### config.mk
export PLATFORM = sky130hd
export DESIGN_NAME = button_click_classifier
export DESIGN_NICKNAME = d
export VERILOG_FILES = /design/src/bcc_pkg.sv /design/src/bcc_ram.sv /design/src/bcc_update.sv /design/src/button_click_classifier.sv
export SDC_FILE = /design/constraint.sdc
export NUM_CORES = 1
export LEC_CHECK = 0
export BUFFER_PORTS_ARGS = -buffer_cell sky130_fd_sc_hd__buf_2
export CAP_MARGIN = 20
export CORE_ASPECT_RATIO = 0.8
export CORE_MARGIN = 3
export CORE_UTILIZATION = 45
export DETAILED_ROUTE_END_ITERATION = 10
export GPL_TIMING_DRIVEN = 0
export HOLD_SLACK_MARGIN = 0.06
export SLEW_MARGIN = 20
export SYNTH_ARGS = -nofsm -noshare
export SYNTH_HDL_FRONTEND = slang
export SYNTH_SLANG_ARGS = --single-unit
### constraint.sdc
create_clock -name aclk -period 6.1 [get_ports aclk]
set_input_delay 0.61 -clock aclk [delete_from_list [all_inputs] [get_ports aclk]]
set_output_delay 0.61 -clock aclk [all_outputs]
set_load 0.03 [all_outputs]
### src/bcc_pkg.sv
// shared types, constants and register codes for the button click classifier
package bcc_pkg;

    // number of buttons tracked in the state memory
    localparam int NUM_BUTTONS = 4;
    localparam int ADDR_W      = (NUM_BUTTONS > 1) ? $clog2(NUM_BUTTONS) : 1;

    // field widths
    localparam int INDEX_W   = 2;
    localparam int DBC_W     = 4;
    localparam int TICK_W    = 8;
    localparam int PRESS_W   = 2;
    localparam int CFG_W     = 8;
    localparam int CFG_IDX_W = 2;

    // configuration register indexes
    localparam logic [CFG_IDX_W-1:0] CFG_DEBOUNCE_SAMPLES     = 2'd0;
    localparam logic [CFG_IDX_W-1:0] CFG_LONG_PRESS_TICKS     = 2'd1;
    localparam logic [CFG_IDX_W-1:0] CFG_RELEASE_WINDOW_TICKS = 2'd2;

    // configuration reset values
    localparam logic [DBC_W-1:0]  DEBOUNCE_RESET = 4'd3;
    localparam logic [TICK_W-1:0] LONG_RESET     = 8'd30;
    localparam logic [TICK_W-1:0] WINDOW_RESET   = 8'd15;

    // counter limits
    localparam logic [TICK_W-1:0]  TICK_MAX  = 8'd255;
    localparam logic [PRESS_W-1:0] PRESS_MAX = 2'd3;

    // per-button click phase
    typedef enum logic [2:0] {
        PH_IDLE     = 3'b001,
        PH_PRESSED  = 3'b010,
        PH_RELEASED = 3'b100
    } phase_t;

    // event codes on the result channel
    typedef enum logic [1:0] {
        EV_NONE   = 2'd0,
        EV_LONG   = 2'd1,
        EV_SINGLE = 2'd2,
        EV_DOUBLE = 2'd3
    } event_t;

    // one entry of the state memory
    typedef struct packed {
        logic               stable_level;
        logic [DBC_W-1:0]   debounce_count;
        phase_t             phase;
        logic [TICK_W-1:0]  tick_count;
        logic [PRESS_W-1:0] press_count;
    } bcc_state_t;

    localparam int STATE_W = $bits(bcc_state_t);

    localparam bcc_state_t STATE_RESET = '{
        stable_level:   1'b1,
        debounce_count: '0,
        phase:          PH_IDLE,
        tick_count:     '0,
        press_count:    '0
    };

    // configuration registers as seen by the update logic
    typedef struct packed {
        logic [DBC_W-1:0]  debounce_samples;
        logic [TICK_W-1:0] long_press_ticks;
        logic [TICK_W-1:0] release_window_ticks;
    } bcc_cfg_t;

endpackage

### src/bcc_ram.sv
// generic single-write, single-read ram with registered read data
module bcc_ram #(
    parameter int WIDTH = 8,
    parameter int DEPTH = 4,
    parameter int AW    = (DEPTH > 1) ? $clog2(DEPTH) : 1
) (
    input  logic             aclk,
    input  logic             we,
    input  logic [AW-1:0]    waddr,
    input  logic [WIDTH-1:0] wdata,
    input  logic             re,
    input  logic [AW-1:0]    raddr,
    output logic [WIDTH-1:0] rdata
);

    logic [WIDTH-1:0] mem [DEPTH];

    // write port
    always_ff @(posedge aclk) begin
        if (we) begin
            mem[waddr] <= wdata;
        end
    end

    // registered read port, holds while not enabled
    always_ff @(posedge aclk) begin
        if (re) begin
            rdata <= mem[raddr];
        end
    end

endmodule

### src/bcc_update.sv
// per-tick update of one button's state: tick count, debounce, click phase
module bcc_update (
    input  bcc_pkg::bcc_cfg_t   cfg,
    input  bcc_pkg::bcc_state_t cur,
    input  logic                raw_level,
    output bcc_pkg::bcc_state_t nxt,
    output bcc_pkg::event_t     ev
);
    import bcc_pkg::*;

    always_comb begin
        logic [DBC_W:0] dbc_inc;
        bcc_state_t     st;

        st      = cur;
        ev      = EV_NONE;
        dbc_inc = {1'b0, cur.debounce_count} + 1'b1;

        // tick counting while not idle, saturating
        if (cur.phase != PH_IDLE && cur.tick_count != TICK_MAX) begin
            st.tick_count = cur.tick_count + 1'b1;
        end

        // debounce: take the new level after enough differing samples
        if (cur.stable_level != raw_level) begin
            if (dbc_inc >= {1'b0, cfg.debounce_samples}) begin
                st.stable_level   = raw_level;
                st.debounce_count = '0;
            end else begin
                st.debounce_count = dbc_inc[DBC_W-1:0];
            end
        end else begin
            st.debounce_count = '0;
        end

        // click phase machine
        unique case (cur.phase)
            PH_IDLE: begin
                if (!st.stable_level) begin
                    st.tick_count  = '0;
                    st.press_count = PRESS_W'(1);
                    st.phase       = PH_PRESSED;
                end
            end
            PH_PRESSED: begin
                if (st.stable_level) begin
                    if (st.tick_count >= cfg.long_press_ticks) begin
                        ev             = EV_LONG;
                        st.press_count = '0;
                    end
                    st.tick_count = '0;
                    st.phase      = PH_RELEASED;
                end
            end
            PH_RELEASED: begin
                if (st.tick_count >= cfg.release_window_ticks) begin
                    st.phase = PH_IDLE;
                    if (st.press_count == PRESS_W'(1)) begin
                        ev = EV_SINGLE;
                    end else if (st.press_count == PRESS_W'(2)) begin
                        ev = EV_DOUBLE;
                    end
                end else if (!st.stable_level) begin
                    if (st.press_count != PRESS_MAX) begin
                        st.press_count = st.press_count + 1'b1;
                    end
                    st.tick_count = '0;
                    st.phase      = PH_PRESSED;
                end
            end
            default: begin
                st.phase = PH_IDLE;
            end
        endcase

        nxt = st;
    end

endmodule

### src/button_click_classifier.sv
// top level: button click classifier with per-button state in a ram
// Each accepted word is one tick sample for one button and gives exactly one result word:
// the button index and an event code (none, long press, single click, double click).
// The block takes one word per cycle unless a waiting result stalls it; each word passes
// the read stage register, then the output register. The state ram is read when the word
// is accepted and written back as its result enters the output register, with a bypass of
// the last written entry when samples of the same button follow each other. Every entry
// starts from its reset state through a valid flag per button, so no clearing pass runs
// after reset. The output register lets a new word enter while a result still waits.
module button_click_classifier (
    input  logic                          aclk,
    input  logic                          aresetn,
    // configuration
    input  logic                          cfg_wr_en,
    input  logic [bcc_pkg::CFG_IDX_W-1:0] cfg_addr,
    input  logic [bcc_pkg::CFG_W-1:0]     cfg_wdata,
    // input words
    input  logic                          s_valid,
    output logic                          s_ready,
    input  logic [bcc_pkg::INDEX_W-1:0]   s_button_index,
    input  logic                          s_raw_level,
    // result words
    output logic                          m_valid,
    input  logic                          m_ready,
    output logic [bcc_pkg::INDEX_W-1:0]   m_button_index_out,
    output logic [1:0]                    m_event_code
);
    import bcc_pkg::*;

    // configuration registers
    bcc_cfg_t cfg_reg;

    // read stage
    logic                   s1_valid_reg;
    logic [INDEX_W-1:0]     s1_index_reg;
    logic                   s1_level_reg;
    logic                   s1_inrange_reg;
    logic [ADDR_W-1:0]      s1_addr_reg;

    // entry valid flags and write bypass
    logic [NUM_BUTTONS-1:0] entry_valid_reg;
    logic                   byp_valid_reg;
    logic [ADDR_W-1:0]      byp_addr_reg;
    bcc_state_t             byp_state_reg;

    // output register
    logic                   m_valid_reg;
    logic [INDEX_W-1:0]     m_index_reg;
    event_t                 m_event_reg;

    logic                   accept;
    logic                   advance;
    logic [ADDR_W-1:0]      rd_addr;
    logic                   rd_inrange;
    logic [STATE_W-1:0]     ram_rdata;
    bcc_state_t             cur_state;
    bcc_state_t             new_state;
    event_t                 new_event;
    logic                   wr_en;

    // configuration writes
    always_ff @(posedge aclk) begin
        if (!aresetn) begin
            cfg_reg.debounce_samples     <= DEBOUNCE_RESET;
            cfg_reg.long_press_ticks     <= LONG_RESET;
            cfg_reg.release_window_ticks <= WINDOW_RESET;
        end else if (cfg_wr_en) begin
            unique case (cfg_addr)
                CFG_DEBOUNCE_SAMPLES: begin
                    cfg_reg.debounce_samples <= cfg_wdata[DBC_W-1:0];
                end
                CFG_LONG_PRESS_TICKS: begin
                    cfg_reg.long_press_ticks <= cfg_wdata[TICK_W-1:0];
                end
                CFG_RELEASE_WINDOW_TICKS: begin
                    cfg_reg.release_window_ticks <= cfg_wdata[TICK_W-1:0];
                end
                default: begin
                end
            endcase
        end
    end

    // handshake and pipeline advance
    assign advance    = s1_valid_reg && (!m_valid_reg || m_ready);
    assign s_ready    = !s1_valid_reg || advance;
    assign accept     = s_valid && s_ready;
    assign rd_addr    = ADDR_W'(s_button_index);
    assign rd_inrange = int'(s_button_index) < NUM_BUTTONS;
    assign wr_en      = advance && s1_inrange_reg;

    // state memory, one entry per button
    bcc_ram #(
        .WIDTH (STATE_W),
        .DEPTH (NUM_BUTTONS)
    ) u_state_ram (
        .aclk  (aclk),
        .we    (wr_en),
        .waddr (s1_addr_reg),
        .wdata (new_state),
        .re    (accept),
        .raddr (rd_addr),
        .rdata (ram_rdata)
    );

    // current entry: bypass, then unwritten entry as reset state, then ram
    always_comb begin
        if (byp_valid_reg && byp_addr_reg == s1_addr_reg) begin
            cur_state = byp_state_reg;
        end else if (!entry_valid_reg[s1_addr_reg]) begin
            cur_state = STATE_RESET;
        end else begin
            cur_state = ram_rdata;
        end
    end

    bcc_update u_update (
        .cfg       (cfg_reg),
        .cur       (cur_state),
        .raw_level (s1_level_reg),
        .nxt       (new_state),
        .ev        (new_event)
    );

    // read stage control
    always_ff @(posedge aclk) begin
        if (!aresetn) begin
            s1_valid_reg <= 1'b0;
        end else if (accept) begin
            s1_valid_reg <= 1'b1;
        end else if (advance) begin
            s1_valid_reg <= 1'b0;
        end
    end

    // read stage payload
    always_ff @(posedge aclk) begin
        if (accept) begin
            s1_index_reg   <= s_button_index;
            s1_level_reg   <= s_raw_level;
            s1_inrange_reg <= rd_inrange;
            s1_addr_reg    <= rd_addr;
        end
    end

    // entry valid flags and bypass control
    always_ff @(posedge aclk) begin
        if (!aresetn) begin
            entry_valid_reg <= '0;
            byp_valid_reg   <= 1'b0;
        end else if (wr_en) begin
            entry_valid_reg[s1_addr_reg] <= 1'b1;
            byp_valid_reg                <= 1'b1;
        end
    end

    // bypass payload: last entry written back
    always_ff @(posedge aclk) begin
        if (wr_en) begin
            byp_addr_reg  <= s1_addr_reg;
            byp_state_reg <= new_state;
        end
    end

    // output register control
    always_ff @(posedge aclk) begin
        if (!aresetn) begin
            m_valid_reg <= 1'b0;
        end else if (advance) begin
            m_valid_reg <= 1'b1;
        end else if (m_ready) begin
            m_valid_reg <= 1'b0;
        end
    end

    // output register payload
    always_ff @(posedge aclk) begin
        if (advance) begin
            m_index_reg <= s1_index_reg;
            m_event_reg <= s1_inrange_reg ? new_event : EV_NONE;
        end
    end

    assign m_valid            = m_valid_reg;
    assign m_button_index_out = m_index_reg;
    assign m_event_code       = m_event_reg;

endmodule
==> results_dict.tcl <==
set metrics [dict create \
    status "complete, no violations" \
    tritoncts "built" \
    nFillCells 1114 \
    port_buffers 22 \
    power_frac_clock 0.440 \
    dp.cells 636 \
    clock-sinks 142 \
    area_delta_synth_final_pct 16.0 \
    seqPwrFrac 0.486 \
    worstMarginPinSlew_ns 0.901 \
    synth.net_count 478 \
    insertion_delay_ns 0.41 \
    maxCapViolCount 0 \
    crit_path_start_kind "register" \
    critPathRequiredTime_ns 6.23 \
    pwr-share-comb 0.074 \
    hold_class "in -> reg" \
    dieArea_sq_mm 0.0154 \
    synth_seq_area_share 0.637 \
    muxShareOfSynthArea 0.106 \
    num_io_pins 24 \
    coreArea_sq_mm 0.0132 \
    internal_power_w 0.00176 \
    crit_arrival_ns 5.64 \
    yosysWarnings 0 \
    ir_drop_mv 0.225 \
    finalSetupTns_ns 0 \
    dr.pass1.iters 5 \
    synth_top_family_by_area "multiplexers" \
    wire_per_inst_um 19.6 \
    htree_levels 4 \
    core.rowCount 37 \
    die_y_um 112 \
    period_share 0.904 \
    setup_violations 0 \
    yosys.area_share.simple 0.0932 \
    stdcell_area_sq_mm 0.00727 \
    hpwl_mm 9.18 \
    synthTopCellsByArea "edfxtp_1, dfxtp_1, mux4_2, ha_1, nand2_1" \
    synth-compound-area-share 0.0730 \
    track_usage 0.181 \
    ff2ff_path_depth 17 \
    multi_input_comb_area_sq_mm 0.00214 \
    ys.flop_type "edfxtp_1" \
    worstPathMaxFanout 10 \
    rsz0062_at_grt "no" \
    gp_routability_congestion 0.946 \
    wl_mm 13.1 \
    synthAdderAreaFrac 0.0499 \
    antenna_found_initial 0 \
    synth-xor-area-share 0.0154 \
    antenna_cells 0 \
    drv_slew 0 \
    final_cells 671 \
    path_clk_slew_ns 0.06 \
    vias_per_cell 5.39 \
    skew_ns 0.00904 \
    total_power_w 0.00227 \
    grt_pass1_vias 3632 \
    yosysTopAreaCellShare 0.551 \
    start_util 0.474 \
    critPathKind "reg -> reg" \
    ys_seq_elements 142 \
    syn_inst 435 \
    placed_area_sq_mm 0.00668 \
    hold_depth 1 \
    p_sw_w 0.000517 \
    die_w_um 138 \
    powerDensity_mw_per_mm2 313 \
    sw_frac_of_total 0.227 \
    p_leak_nw 2.69 \
    fin_nets 526 \
    synthDistinctLibCells 54 \
    ctsRootBufferMaster "clkbuf_16" \
    drive_gt1_frac 0.196 \
    cts_buffers 17 \
    timing.final.ws_setup_ns 0.588 \
    ant_nets 0 \
    synth_edf_count 115 \
    overflow 0 \
    crit_path_end_kind "register" \
    synth_area_sq_mm 0.00627 \
    grt_first_pass_wirelength_mm 20.4 \
    syn_area_per_cell_sq_um 14.4 \
    cts_resized 0 \
    largest_reg_flops 72 \
    vias 3614 \
    dp_slack_ns 0.310 \
    remaining_drc_errors 0 \
    regArea_sq_mm 0.00399 \
    drt-initial-drc-count 221 \
    clock.fmax_mhz 181 \
    cts_buffer_depth 2 \
    hold_violations 0 \
    grt_max_degree 26 \
    ys_async_sr_fraction 0 \
    yosys.area.top_type "edfxtp_1" \
    finalWorstPathRequiredPeriod_ns 5.51 \
    max_slew_margin 0.399 \
]
## path summary, 6_finish.rpt
path	from	end	slack [ns]
worst max-delay path	s1_addr_reg[1]	byp_state_reg[6]	0.59
worst min-delay path	s_raw_level	s1_level_reg	0.38
worst max register to register	s1_addr_reg[1]	byp_state_reg[6]	0.59
worst min register to register	entry_valid_reg[0]	entry_valid_reg[0]	0.47
## what timing repair did
item,CTS,global route
buffers inserted,0,3
hold buffers,0,0
endpoints found under the setup margin,0,40
## worst max-delay path, cell delays in order (launching register included)
cell and delay, ns:
edfxtp_1 0.54, xor2_1 0.26, nor3_4 0.33, buf_2 0.34
clkbuf_1 0.43, a22o_1 0.26, ha_1 0.26, nand2_1 0.10
o41a_1 0.36, xnor2_1 0.35, ha_1 0.30, nand2b_1 0.15
a211oi_1 0.26, o21ai_0 0.19, a211o_1 0.37, and2_1 0.23
mux2i_4 0.30, nor2b_1 0.18
## cell type report
cell class / count / share of cell area
inverter: 27 / 0.0143
multi-input combinational: 253 / 0.295
timing repair buffer: 29 / 0.0251
sequential: 142 / 0.549
tap: 175 / 0.0301
clock inverter: 13 / 0.0193
buffer: 13 / 0.00809
clock buffer: 19 / 0.0595
## metal layers
layer | GRT usage | vias to the layer above | part of all wire
met5 | 0 | - | 0
met4 | 0.0553 | 0 | 0.011
li1 | - | 1737 | -
met1 | 0.266 | 1813 | 0.51
met2 | 0.264 | 53 | 0.44
met3 | 0.0461 | 11 | 0.034
## per-stage QoR
step | util | hold WS (ns)
3_3_place_gp | 0.498 | 0.442
4_1_cts | 0.548 | 0.363
3_5_place_dp | 0.504 | 0.453
2_1_floorplan | - | 0.435
5_1_grt | 0.549 | 0.360
6_report | 0.549 | 0.380
## placed cells by master (no fill, tap or decap), types with 3 or more instances in the layout
cell type / n
a22oi_1: 4
a21o_1: 5
o21a_1: 8
a22o_1: 5
o21ai_0: 15
nor3_1: 5
xor2_1: 4
nand2b_1: 3
a21oi_1: 12
nand2_1: 42
dfxtp_1: 27
nor2b_1: 18
and3_1: 4
nor2_1: 11
mux2i_1: 15
clkinv_4: 3
clkbuf_1: 10
xnor2_1: 7
buf_4: 5
ha_1: 25
inv_1: 26
nor3b_1: 3
clkbuf_16: 17
buf_2: 24
clkinvlp_4: 3
mux4_2: 19
and2_1: 3
nand3_1: 7
edfxtp_1: 115
## logic make-up (layout without fill, tap and decap cells)
kind of cell / Yosys count / count (layout)
DFF: 142 / 142
xor gates and xnor gates: 11 / 11
AOI/OAI and AO/OA: 65 / 65
adders and majority gates: 25 / 25
and+or+nand+nor: 112 / 112
buffers and inverters: 40 / 101
muxes: 40 / 40
## power groups by stage
stage | clock network [W] | registers [W] | logic (W)
2_1_floorplan | 0 | 0.00112 | 0.000111
3_3_place_gp | 0 | 0.00113 | 0.000160
3_5_place_dp | 0 | 0.00113 | 0.000169
4_1_cts | 0.00102 | 0.00111 | 0.000169
5_1_grt | 0.00105 | 0.00111 | 0.000186
6_report | 0.00100 | 0.00111 | 0.000168
## synth_stat cells, drive strengths merged (3+ instances only)
library cell  instances
and3                  4
a22o                  5
clkbuf                8
dfxtp                27
a21oi                12
o21ai                15
a22oi                 4
nand3                 7
mux2                  3
xor2                  4
nor2                 13
nor3b                 4
inv                  27
nor3                  7
nor2b                19
ha                   25
xnor2                 7
nand2b                3
mux4                 19
o21a                  8
edfxtp              115
nand2                42
mux2i                18
buf                   5
a21o                  5
and2                  4
No activity file was read; power rests on OpenSTA's default activity.
